[config.mk]
export PLATFORM = sky130hd
export DESIGN_NAME = html_visible_text_extractor
export DESIGN_NICKNAME = d
export VERILOG_FILES = /design/src/hw/rtl/hvte_pkg.sv /design/src/hw/rtl/hvte_front.sv /design/src/hw/rtl/hvte_fifo.sv /design/src/hw/rtl/hvte_back.sv /design/src/hw/rtl/html_visible_text_extractor.sv
export SDC_FILE = /design/constraint.sdc
export NUM_CORES = 1
export LEC_CHECK = 0
export ABC_CLOCK_PERIOD_IN_PS = 3800
export BUFFER_PORTS_ARGS = -buffer_cell sky130_fd_sc_hd__buf_2
export CAP_MARGIN = 20
export CORE_MARGIN = 10
export CORE_UTILIZATION = 30
export CTS_CLUSTER_SIZE = 20
export DETAILED_ROUTE_END_ITERATION = 12
export PLACE_DENSITY_LB_ADDON = 0.15
export SYNTH_ARGS = -nofsm -noshare
export SYNTH_HDL_FRONTEND = slang
export SYNTH_HIERARCHICAL = 1
export SYNTH_SLANG_ARGS = --single-unit
[constraint.sdc]
create_clock -name clk -period 3.8 [get_ports clk]
set_clock_uncertainty 0.05 [all_clocks]
set_input_delay 0.76 -clock clk [delete_from_list [all_inputs] [get_ports clk]]
set_output_delay 0.76 -clock clk [all_outputs]
set_load 0.005 [all_outputs]
[src/hw/rtl/hvte_pkg.sv]
// Shared types, character codes and keyword tables for the HTML text extractor.
// Used by the front classifier, the parser back end and the top level.
// No dependencies.
package hvte_pkg;

    localparam int BYTE_W = 8;
    localparam int NAME_LEN_W = 4;
    localparam int NUM_KW = 4;

    localparam int TAG_MATCH_LEN_DEF = 7;
    localparam int ITEM_QUEUE_DEPTH = 4;
    localparam int RESULT_QUEUE_DEPTH = 2;

    localparam logic [BYTE_W-1:0] CH_TAB = 8'h09;
    localparam logic [BYTE_W-1:0] CH_LF = 8'h0A;
    localparam logic [BYTE_W-1:0] CH_CR = 8'h0D;
    localparam logic [BYTE_W-1:0] CH_SPACE = 8'h20;
    localparam logic [BYTE_W-1:0] CH_BANG = 8'h21;
    localparam logic [BYTE_W-1:0] CH_QUOTE = 8'h22;
    localparam logic [BYTE_W-1:0] CH_AMP = 8'h26;
    localparam logic [BYTE_W-1:0] CH_DASH = 8'h2D;
    localparam logic [BYTE_W-1:0] CH_SEMI = 8'h3B;
    localparam logic [BYTE_W-1:0] CH_LT = 8'h3C;
    localparam logic [BYTE_W-1:0] CH_GT = 8'h3E;
    localparam logic [BYTE_W-1:0] CH_BSLASH = 8'h5C;
    localparam logic [BYTE_W-1:0] CH_LOWER_A = 8'h61;
    localparam logic [BYTE_W-1:0] CH_LOWER_Z = 8'h7A;
    localparam logic [BYTE_W-1:0] CASE_OFFSET = 8'h20;

    // Keyword indexes
    localparam logic [1:0] KW_SCRIPT = 2'd0;
    localparam logic [1:0] KW_SCRIPT_END = 2'd1;
    localparam logic [1:0] KW_STYLE = 2'd2;
    localparam logic [1:0] KW_STYLE_END = 2'd3;

    // One classified byte, as it travels from front to back
    typedef struct packed {
        logic [BYTE_W-1:0] ch;       // byte with CR and LF folded to space
        logic [BYTE_W-1:0] upper;    // ASCII upper-case form of ch
        logic is_ws;
        logic is_lt;
        logic is_gt;
        logic is_amp;
        logic is_semi;
        logic is_quote;
        logic is_bslash;
        logic is_bang;
        logic is_dash;
    } item_t;

    localparam int ITEM_W = $bits(item_t);

    // Length of each keyword
    function automatic logic [NAME_LEN_W-1:0] kw_len(input logic [1:0] k);
        logic [NAME_LEN_W-1:0] len;
        begin
            case (k)
                KW_SCRIPT: len = 4'd6;
                KW_SCRIPT_END: len = 4'd7;
                KW_STYLE: len = 4'd5;
                KW_STYLE_END: len = 4'd6;
                default: len = 4'd0;
            endcase
            return len;
        end
    endfunction

    // Byte at position idx of keyword k; zero past the end
    function automatic logic [BYTE_W-1:0] kw_char(input logic [1:0] k,
                                                  input logic [2:0] idx);
        logic [7*BYTE_W-1:0] text;
        logic [BYTE_W-1:0] ch;
        begin
            case (k)
                KW_SCRIPT: text = {"SCRIPT", 8'h00};
                KW_SCRIPT_END: text = "/SCRIPT";
                KW_STYLE: text = {"STYLE", 16'h0000};
                KW_STYLE_END: text = {"/STYLE", 8'h00};
                default: text = '0;
            endcase
            case (idx)
                3'd0: ch = text[55:48];
                3'd1: ch = text[47:40];
                3'd2: ch = text[39:32];
                3'd3: ch = text[31:24];
                3'd4: ch = text[23:16];
                3'd5: ch = text[15:8];
                3'd6: ch = text[7:0];
                default: ch = 8'h00;
            endcase
            return ch;
        end
    endfunction

endpackage

[src/hw/rtl/hvte_front.sv]
// Front classifier: folds line breaks to space and flags every character
// class the parser looks at. Depends on hvte_pkg.
module hvte_front
(
    input  logic [hvte_pkg::BYTE_W-1:0] data_byte,
    output hvte_pkg::item_t             item
);
    import hvte_pkg::*;

    logic [BYTE_W-1:0] ch;

    // Fold CR and LF to space before anything else
    assign ch = (data_byte == CH_LF || data_byte == CH_CR) ? CH_SPACE : data_byte;

    // Classify the folded byte
    always_comb
    begin
        item.ch = ch;
        item.upper = (ch >= CH_LOWER_A && ch <= CH_LOWER_Z) ? ch - CASE_OFFSET : ch;
        item.is_ws = (ch == CH_SPACE) || (ch >= CH_TAB && ch <= CH_CR);
        item.is_lt = (ch == CH_LT);
        item.is_gt = (ch == CH_GT);
        item.is_amp = (ch == CH_AMP);
        item.is_semi = (ch == CH_SEMI);
        item.is_quote = (ch == CH_QUOTE);
        item.is_bslash = (ch == CH_BSLASH);
        item.is_bang = (ch == CH_BANG);
        item.is_dash = (ch == CH_DASH);
    end

endmodule

[src/hw/rtl/hvte_fifo.sv]
// Small show-ahead queue in registers, used between front and back and on
// the result side. No package dependencies.
module hvte_fifo
#(
    parameter int WIDTH = 8,
    parameter int DEPTH = 4
)
(
    input  logic             clk,
    input  logic             rst_n,
    input  logic             wr_en,
    input  logic [WIDTH-1:0] wr_data,
    output logic             full,
    input  logic             rd_en,
    output logic [WIDTH-1:0] rd_data,
    output logic             empty
);
    localparam int AW = (DEPTH > 1) ? $clog2(DEPTH) : 1;

    logic [WIDTH-1:0] mem_reg [DEPTH];
    logic [AW-1:0] wr_ptr_reg;
    logic [AW-1:0] wr_ptr_next;
    logic [AW-1:0] rd_ptr_reg;
    logic [AW-1:0] rd_ptr_next;
    logic [AW:0] count_reg;
    logic [AW:0] count_next;
    logic do_wr;
    logic do_rd;

    assign full = (count_reg == (AW+1)'(DEPTH));
    assign empty = (count_reg == '0);
    assign do_wr = wr_en && !full;
    assign do_rd = rd_en && !empty;
    assign rd_data = mem_reg[rd_ptr_reg];

    // Advance pointers, wrapping at the depth
    always_comb
    begin
        wr_ptr_next = wr_ptr_reg;
        rd_ptr_next = rd_ptr_reg;
        count_next = count_reg;
        if (do_wr)
        begin
            wr_ptr_next = (wr_ptr_reg == AW'(DEPTH - 1)) ? '0 : wr_ptr_reg + 1'b1;
        end
        if (do_rd)
        begin
            rd_ptr_next = (rd_ptr_reg == AW'(DEPTH - 1)) ? '0 : rd_ptr_reg + 1'b1;
        end
        if (do_wr && !do_rd)
        begin
            count_next = count_reg + 1'b1;
        end
        else if (do_rd && !do_wr)
        begin
            count_next = count_reg - 1'b1;
        end
    end

    always_ff @(posedge clk or negedge rst_n)
    begin
        if (!rst_n)
        begin
            wr_ptr_reg <= '0;
            rd_ptr_reg <= '0;
            count_reg <= '0;
        end
        else
        begin
            wr_ptr_reg <= wr_ptr_next;
            rd_ptr_reg <= rd_ptr_next;
            count_reg <= count_next;
        end
    end

    // Hold the payload; no reset needed
    always_ff @(posedge clk)
    begin
        if (do_wr)
        begin
            mem_reg[wr_ptr_reg] <= wr_data;
        end
    end

endmodule

[src/hw/rtl/hvte_back.sv]
// Parser back end: 13-state tag, comment and entity parser with script and
// style suppression and the tag-name keyword tracker. Depends on hvte_pkg.
module hvte_back
#(
    parameter int TAG_MATCH_LEN = hvte_pkg::TAG_MATCH_LEN_DEF
)
(
    input  logic                        clk,
    input  logic                        rst_n,
    input  hvte_pkg::item_t             item,
    input  logic                        item_valid,
    output logic                        item_take,
    input  logic                        out_full,
    output logic                        out_wr,
    output logic [hvte_pkg::BYTE_W-1:0] out_data
);
    import hvte_pkg::*;

    localparam logic [3:0] S_CONTENT = 4'd0;
    localparam logic [3:0] S_AMP = 4'd1;
    localparam logic [3:0] S_SPACE = 4'd2;
    localparam logic [3:0] S_LT1 = 4'd3;
    localparam logic [3:0] S_LT2 = 4'd4;
    localparam logic [3:0] S_LT3 = 4'd5;
    localparam logic [3:0] S_NAME = 4'd6;
    localparam logic [3:0] S_TAG = 4'd7;
    localparam logic [3:0] S_COMMENT = 4'd8;
    localparam logic [3:0] S_CEND1 = 4'd9;
    localparam logic [3:0] S_CEND2 = 4'd10;
    localparam logic [3:0] S_TAG_QUOTE = 4'd11;
    localparam logic [3:0] S_CMT_QUOTE = 4'd12;

    localparam logic [NAME_LEN_W-1:0] NAME_SAT = NAME_LEN_W'(TAG_MATCH_LEN);

    logic [3:0] state_reg;
    logic [3:0] state_next;
    logic script_reg;
    logic script_next;
    logic style_reg;
    logic style_next;
    logic [NAME_LEN_W-1:0] name_len_reg;
    logic [NAME_LEN_W-1:0] name_len_next;
    logic [NUM_KW-1:0] alive_reg;
    logic [NUM_KW-1:0] alive_next;

    logic [NUM_KW-1:0] alive_pushed;
    logic [NAME_LEN_W-1:0] len_pushed;
    logic [NUM_KW-1:0] kw_hit;
    logic emit;
    logic hidden;

    // Take one item whenever the result side has room
    assign item_take = item_valid && !out_full;
    assign out_wr = item_take && emit;
    assign out_data = item.ch;
    assign hidden = script_reg || style_reg;

    // Name tracker after pushing the current byte
    always_comb
    begin
        for (int k = 0; k < NUM_KW; k++)
        begin
            alive_pushed[k] = alive_reg[k] &&
                !(name_len_reg >= kw_len(2'(k)) ||
                  kw_char(2'(k), name_len_reg[2:0]) != item.upper);
            kw_hit[k] = alive_reg[k] && (name_len_reg == kw_len(2'(k)));
        end
        len_pushed = (name_len_reg < NAME_SAT) ? name_len_reg + 1'b1 : name_len_reg;
    end

    // Parser next state
    always_comb
    begin
        state_next = state_reg;
        script_next = script_reg;
        style_next = style_reg;
        name_len_next = name_len_reg;
        alive_next = alive_reg;
        emit = 1'b0;
        case (state_reg)
            S_AMP:
            begin
                if (item.is_semi || item.is_ws)
                    state_next = S_CONTENT;
                else if (item.is_lt)
                    state_next = S_LT1;
            end
            S_SPACE:
            begin
                if (!item.is_ws)
                begin
                    if (item.is_lt)
                        state_next = S_LT1;
                    else if (item.is_amp)
                        state_next = S_AMP;
                    else
                    begin
                        emit = 1'b1;
                        state_next = S_CONTENT;
                    end
                end
            end
            S_LT1:
            begin
                if (item.is_quote)
                    state_next = S_TAG_QUOTE;
                else if (item.is_bang)
                    state_next = S_LT2;
                else if (item.is_gt)
                    state_next = S_CONTENT;
                else if (!item.is_bslash)
                begin
                    state_next = S_NAME;
                    alive_next = alive_pushed;
                    name_len_next = len_pushed;
                end
            end
            S_LT2, S_LT3:
            begin
                if (item.is_quote)
                    state_next = S_TAG_QUOTE;
                else if (item.is_dash)
                    state_next = (state_reg == S_LT2) ? S_LT3 : S_COMMENT;
                else if (item.is_gt)
                    state_next = S_CONTENT;
                else
                    state_next = S_TAG;
            end
            S_NAME, S_TAG:
            begin
                if (item.is_quote)
                    state_next = S_TAG_QUOTE;
                else if (item.is_gt)
                begin
                    // Close the tag: apply keyword effect, clear the name
                    state_next = S_CONTENT;
                    if (kw_hit[KW_SCRIPT])
                        script_next = 1'b1;
                    else if (kw_hit[KW_SCRIPT_END])
                        script_next = 1'b0;
                    else if (kw_hit[KW_STYLE])
                        style_next = 1'b1;
                    else if (kw_hit[KW_STYLE_END])
                        style_next = 1'b0;
                    name_len_next = '0;
                    alive_next = '1;
                end
                else if (state_reg == S_NAME)
                begin
                    if (item.is_ws)
                        state_next = S_TAG;
                    else
                    begin
                        alive_next = alive_pushed;
                        name_len_next = len_pushed;
                    end
                end
            end
            S_COMMENT:
            begin
                if (item.is_quote)
                    state_next = S_CMT_QUOTE;
                else if (item.is_dash)
                    state_next = S_CEND1;
            end
            S_CEND1:
            begin
                if (item.is_quote)
                    state_next = S_CMT_QUOTE;
                else
                    state_next = item.is_dash ? S_CEND2 : S_COMMENT;
            end
            S_CEND2:
            begin
                if (item.is_quote)
                    state_next = S_CMT_QUOTE;
                else
                    state_next = item.is_gt ? S_CONTENT : S_COMMENT;
            end
            S_TAG_QUOTE:
            begin
                if (item.is_quote)
                    state_next = S_TAG;
            end
            S_CMT_QUOTE:
            begin
                if (item.is_quote)
                    state_next = S_COMMENT;
            end
            default:
            begin
                // Content, and any unused code acts as content
                if (item.is_lt)
                    state_next = S_LT1;
                else if (!hidden)
                begin
                    if (item.is_ws)
                    begin
                        emit = 1'b1;
                        state_next = S_SPACE;
                    end
                    else if (item.is_amp)
                        state_next = S_AMP;
                    else
                    begin
                        emit = 1'b1;
                        state_next = S_CONTENT;
                    end
                end
                else
                    state_next = S_CONTENT;
            end
        endcase
    end

    // Update parser state only on a taken beat
    always_ff @(posedge clk or negedge rst_n)
    begin
        if (!rst_n)
        begin
            state_reg <= S_CONTENT;
            script_reg <= 1'b0;
            style_reg <= 1'b0;
            name_len_reg <= '0;
            alive_reg <= '1;
        end
        else if (item_take)
        begin
            state_reg <= state_next;
            script_reg <= script_next;
            style_reg <= style_next;
            name_len_reg <= name_len_next;
            alive_reg <= alive_next;
        end
    end

endmodule

[src/hw/rtl/html_visible_text_extractor.sv]
// HTML visible-text extractor: one raw byte in per beat, at most one text byte out.
// Throughput: one byte per cycle, stalled while the result queue is full.
// A pushed byte passes the item queue and the parser into the result queue.
// Reset (rst_n low, asynchronous): both queues empty, parser in content state,
// script and style flags cleared, name tracker cleared; ready in the next cycle.
module html_visible_text_extractor
#(
    parameter int TAG_MATCH_LEN = hvte_pkg::TAG_MATCH_LEN_DEF,
    parameter int ITEM_DEPTH = hvte_pkg::ITEM_QUEUE_DEPTH,
    parameter int RESULT_DEPTH = hvte_pkg::RESULT_QUEUE_DEPTH
)
(
    input  logic                        clk,
    input  logic                        rst_n,
    input  logic                        push,
    output logic                        full,
    input  logic [hvte_pkg::BYTE_W-1:0] data_byte,
    output logic                        empty,
    input  logic                        pop,
    output logic [hvte_pkg::BYTE_W-1:0] text_byte
);
    import hvte_pkg::*;

    item_t front_item;
    item_t back_item;
    logic [ITEM_W-1:0] back_item_bits;
    logic item_empty;
    logic item_take;
    logic result_full;
    logic result_wr;
    logic [BYTE_W-1:0] result_data;

    // Classify incoming bytes
    hvte_front u_front
    (
        .data_byte (data_byte),
        .item      (front_item)
    );

    // Decouple front from parser
    hvte_fifo
    #(
        .WIDTH (ITEM_W),
        .DEPTH (ITEM_DEPTH)
    )
    u_item_queue
    (
        .clk     (clk),
        .rst_n   (rst_n),
        .wr_en   (push),
        .wr_data (front_item),
        .full    (full),
        .rd_en   (item_take),
        .rd_data (back_item_bits),
        .empty   (item_empty)
    );

    assign back_item = item_t'(back_item_bits);

    // Parse and select visible bytes
    hvte_back
    #(
        .TAG_MATCH_LEN (TAG_MATCH_LEN)
    )
    u_back
    (
        .clk        (clk),
        .rst_n      (rst_n),
        .item       (back_item),
        .item_valid (!item_empty),
        .item_take  (item_take),
        .out_full   (result_full),
        .out_wr     (result_wr),
        .out_data   (result_data)
    );

    // Hold results until popped
    hvte_fifo
    #(
        .WIDTH (BYTE_W),
        .DEPTH (RESULT_DEPTH)
    )
    u_result_queue
    (
        .clk     (clk),
        .rst_n   (rst_n),
        .wr_en   (result_wr),
        .wr_data (result_data),
        .full    (result_full),
        .rd_en   (pop),
        .rd_data (text_byte),
        .empty   (empty)
    );

endmodule
### Yosys cells after proc, flatten, opt, wreduce, memory -nomap -nowiden

Memory sizes are Yosys's and may differ from the RTL's.
Cells that the tools add are included.

* bitwise gates (word level): 3
* div/mod/pow operators: 0
* mux-type cells: 77
* $add $sub $neg: 10
* multipliers: 0
* magnitude comparators: 8
* eq/ne operators: 55
* shift-type cells: 0
* reduce and logical (&&, ||, !) cells: 55

Operator list (count)
* 4-bit 2-to-1 mux: 42
* 7-bit case mux with 6 select lines: 2
* 8-bit by 6-bit == test with 1-bit output, second input constant: 8
* 7-bit case mux with 7 select lines: 1
* 4-bit case mux with 10 select lines: 1
* 7-bit case mux with 5 select lines: 1
* 7-bit by 8-bit != test with 1-bit output: 4
* 4-bit by 3-bit == test with 1-bit output, second input constant: 7
* 4-bit == test, second input constant: 5
* 1-bit logical AND: 20
* 9-bit AND reduction: 2
* 1-bit 2-to-1 mux: 17
* 8-bit by 4-bit == test with 1-bit output, second input constant: 2
* 8-bit 2-to-1 mux: 2
* 2-bit != test, second input constant: 8
* 4-bit case mux with 2 select lines: 2
* 3-bit == test, second input constant: 4
* 4-bit by 3-bit greater-or-equal comparator with 1-bit output, second input constant: 3
* 1-bit logical NOT: 12
* 11-bit OR reduction: 1
* 2-bit 2-to-1 mux: 5
* 2-bit nonzero test: 5
* 3-bit 2-to-1 mux: 3
* 4-bit by 2-bit == test with 1-bit output, second input constant: 2
* other kinds (30): 49

* output and inout port bits: 10
* memory bits (writable): 116
* memories: 2
* word-level logic and storage cells: 221
* bits in read-only memories: 0
* bits in latches: 0
* bits in registers: 25
* input bits: 12

Memories
* u_item_queue.mem_reg: words 4, bits a word 25, read ports 1, clocked after Yosys merged registers in 0, wr ports 1, RTL line hvte_fifo.sv:20 `logic [WIDTH-1:0] mem_reg [DEPTH];`
* u_result_queue.mem_reg: words 2, bits a word 8, read ports 1, clocked after Yosys merged registers in 0, wr ports 1, RTL line hvte_fifo.sv:20

### Longest topological paths before layout

An unclocked memory read counts as a cell.

* word-level depth: 12
* depth in mapped cells: 14

### By module

The synthesis kept the hierarchy.

Modules (own cells, without submodules)
* hvte_fifo at u_item_queue: seq. area each 3178.0 um^2, times used 1, area an instance 4075.2 um^2, cells each 168
* hvte_back: seq. area each 355.3 um^2, times used 1, area an instance 2003.2 um^2, cells each 263
* hvte_fifo at u_result_queue: seq. area each 580.6 um^2, times used 1, area an instance 782.0 um^2, cells each 44
* hvte_front: seq. area each 0.0 um^2, times used 1, area an instance 483.0 um^2, cells each 64
* html_visible_text_extractor: seq. area each 0.0 um^2, times used 1, area an instance 3.8 um^2, cells each 1

### Worst setup path before layout

OpenSTA, ideal clock, no wires.

* path type: flip-flop to flip-flop
* from: reg u_item_queue.rd_ptr_reg[0]
* to: mem u_result_queue.mem_reg[0][0] (enable)
* cell stages (with the launch flop): 10
* library setup time: 370 ps
* path slack: 773 ps
* clock period less this slack: 3027 ps
* buffers on the path: 2
* data arrival time: 2607 ps
* data required time: 3380 ps
* cells stage by stage: dfrtp_1 buf_6 buf_6 mux4_2 nor4_1 and3_1 o21ai_0 a221oi_1 nand2_2 nor2_1

RTL lines
* start: declaration: RTL line hvte_fifo.sv:23 `logic [AW-1:0] rd_ptr_reg;`
* start signal: assignment: RTL line hvte_fifo.sv:71 `rd_ptr_reg <= rd_ptr_next;`
* end: declaration: RTL line hvte_fifo.sv:20

==> results by group <==
STA
  • Slew @ Worst Pin: 790 ps
  • Unrepaired setup endpoints after global routing: no
  • Pins Over Slew Limit: 0
  • Setup Viol. Count Final: 0
  • Max Fclk: 0.320 GHz
  • TNS Setup: 0 ps
  • Final hold violation count: 0
  • Slew margin rel.: 46.9%
  • Fin crit share: 82.2%
  • Post-route minimum period: 3120 ps

Synth
  • Yosys reg bits: 141
  • Post-synth ARST share: 17.7%
  • Yosys warnings: 6
  • Mapped Cells: 540
  • Avg Cell Area, Syn: 13.6 um2
  • Count of different cell masters after synthesis: 83
  • Register area share after synthesis: 56.0%
  • Syn Std Cell Area: 7350 um2
  • Post-synth EDFFs: 116
  • Synth top area share: 47.4%
  • Synthesized net count: 572
  • Main synth FF type: edfxtp_1
  • Synth top area cells: edfxtp_1, mux4_2, dfrtp_1, ha_1, buf_4
  • Synth area leader: edfxtp_1

Power
  • Worst VDD drop: 0.358 mV
  • Power Dens Cells: 854 nW/um2
  • Total Power: 7.04 mW
  • LEAKAGE: 2.85 nW

Die
  • Die H: 176 um
  • Initial cell density of the core: 30.4%
  • Die width: 176 um
  • Core Area: 24200 um2
  • I/O pin count: 22
  • Site Rows: 57
  • Die area: 31200 um2

Global route
  • First-pass GRT wire length: 25800 um
  • Initial antenna violation count: 0
  • Total track usage: 10.7%
  • Pin count of the biggest net entering global routing: 26
  • Number of global-route vias before repair: 4494
  • Total grt overflow: 0

CTS
  • Root Driver: clkbuf_16
  • Clock Sinks: 141
  • Max clock buf depth: 2
  • Post-CTS resize count: 0
  • Postcts setup bufs: 0
  • CTS tree: built
  • CTS Hold Bufs: 0
  • Clk Latency, worst-skew pair: 410 ps
  • H-Tree Depth: 4
  • Reg clk slew, reported paths: 70 ps
  • Num CTS Buffers: 17

Drt
  • Initial DRC Count: 273
  • Via-to-Cell Ratio: 5.03
  • Vias: 4405
  • DRC Markers: 0
  • Final wirelength: 15900 um
  • Router iterations before antenna repair: 4
  • Post-route ant nets: 0
  • WL per Instance: 18.2 um

Critical path
  • Arr. time, crit path: 3130 ps
  • Critical Path Start Type: flop
  • Critical Path Sink Type: flop
  • Cells on worst reg2reg path: 7
  • CP Max Fanout: 12
  • Reg2Reg Launch Point: u_item_queue/rd_ptr_reg[1]$_DFFE_PN0P_
  • Setup slack, reg-to-reg: 680 ps
  • Worst R2R End: u_result_queue/mem_reg[1][0]$_DFFE_PP_
  • WP data required: 3810 ps
  • WS Path Type: flop to flop

Place
  • Placer congestion estimate: 0.806
  • Input/output buffers: 21
  • HPWL Detailed: 10700 um

Final layout
  • Max reg flops: 100
  • Most common cell after layout, fill and taps aside: edfxtp_1
  • Final Core Density: 34.1%
  • Commonest non-fill, non-tap cells in the layout: edfxtp_1, nor2_1, mux4_2, o21ai_0, nand2_1
  • Layout Nets: 570
  • N_diodes: 0
  • Layout cells sized above 1: 21.8%
  • Synthesis-to-layout area growth: 12.2%
  • Fill count: 2309

Flow run
  • Max cap viols: 0

Hold path
  • HP Class: input pin to async pin

Run status
  • Status: complete, no violations
## area by class of cell
class | count | area, um2 | share of cell area (%)
timing repair buffer | 30 | 173 | 2.10
clock inverter | 15 | 198 | 2.40
clock buffer | 17 | 425 | 5.16
multi-input combinational | 328 | 2850 | 34.6
tap | 324 | 405 | 4.92
sequential | 141 | 4120 | 49.9
inverter | 20 | 75.1 | 0.911
## power breakdown
group	switching (mW)	leakage, nW	internal (mW)
Sequential	0.345	1.36	2.14
Combinational	1.57	1.18	1.26
Clock	0.710	0.308	1.01
## worst max-delay path by stage
| stage | slack [ps] | startpoint | to |
|---|---|---|---|
| finish | 680 | u_item_queue/rd_ptr_reg[1]$_DFFE_PN0P_ | u_result_queue/mem_reg[1][0]$_DFFE_PP_ |
| global route | 360 | u_item_queue/rd_ptr_reg[1]$_DFFE_PN0P_ | u_result_queue/count_reg[1]$_DFFE_PN0P_ |
| CTS | 580 | u_item_queue/rd_ptr_reg[1]$_DFFE_PN0P_ | u_result_queue/mem_reg[1][0]$_DFFE_PP_ |
| detailed placement | 600 | u_item_queue/rd_ptr_reg[1]$_DFFE_PN0P_ | u_result_queue/mem_reg[1][6]$_DFFE_PP_ |
| global placement | 650 | u_item_queue/rd_ptr_reg[1]$_DFFE_PN0P_ | u_result_queue/mem_reg[1][6]$_DFFE_PP_ |
| floorplan | 770 | u_item_queue/rd_ptr_reg[0]$_DFFE_PN0P_ | u_result_queue/mem_reg[0][0]$_DFFE_PP_ |
## cells by family after synthesis
group	share of synthesized area [%]
adders and majority gates	3.51
xor gates and xnor gates	2.84
and+or+nand+nor	12.3
AOI/OAI and AO/OA	9.33
DFF	56.0
muxes	10.7
buffers and inverters	5.26
## Yosys cell counts, types with 10 or more instances
master	number
edfxtp_1	116
xnor2_1	15
nor3_1	11
dfrtp_1	21
nand2_1	22
inv_1	20
clkbuf_1	23
mux4_2	25
a21oi_1	12
o21ai_0	23
buf_4	18
nor2_1	28
nand2b_1	10
ha_1	19
## worst max-delay path: stages (launching register included)
cell      delay (ps)
dfrtp_1          710
mux4_2           410
nor2b_1          160
nor4_1           240
and3_1           200
o21ai_0           70
a221oi_1         440
and3_1           500
## through the flow
stage,instances,hold WS (ps),instance area (um2),worst slack [ps]
6_report,875,306,8240,678
5_1_grt,875,348,8240,355
4_1_cts,875,324,8240,584
3_5_place_dp,843,461,7620,603
3_3_place_gp,843,459,7620,654
2_1_floorplan,540,414,7350,773
## routing by layer
metal  track usage, %  vias up  routed length, um
li1                 -     2047                  -
met1             13.6     2272               7340
met2             17.6       73               7950
met3             2.20       13                480
met4             3.64        0                170
met5                0        -                  0
Note: power is estimated with default switching activity, not from simulation.
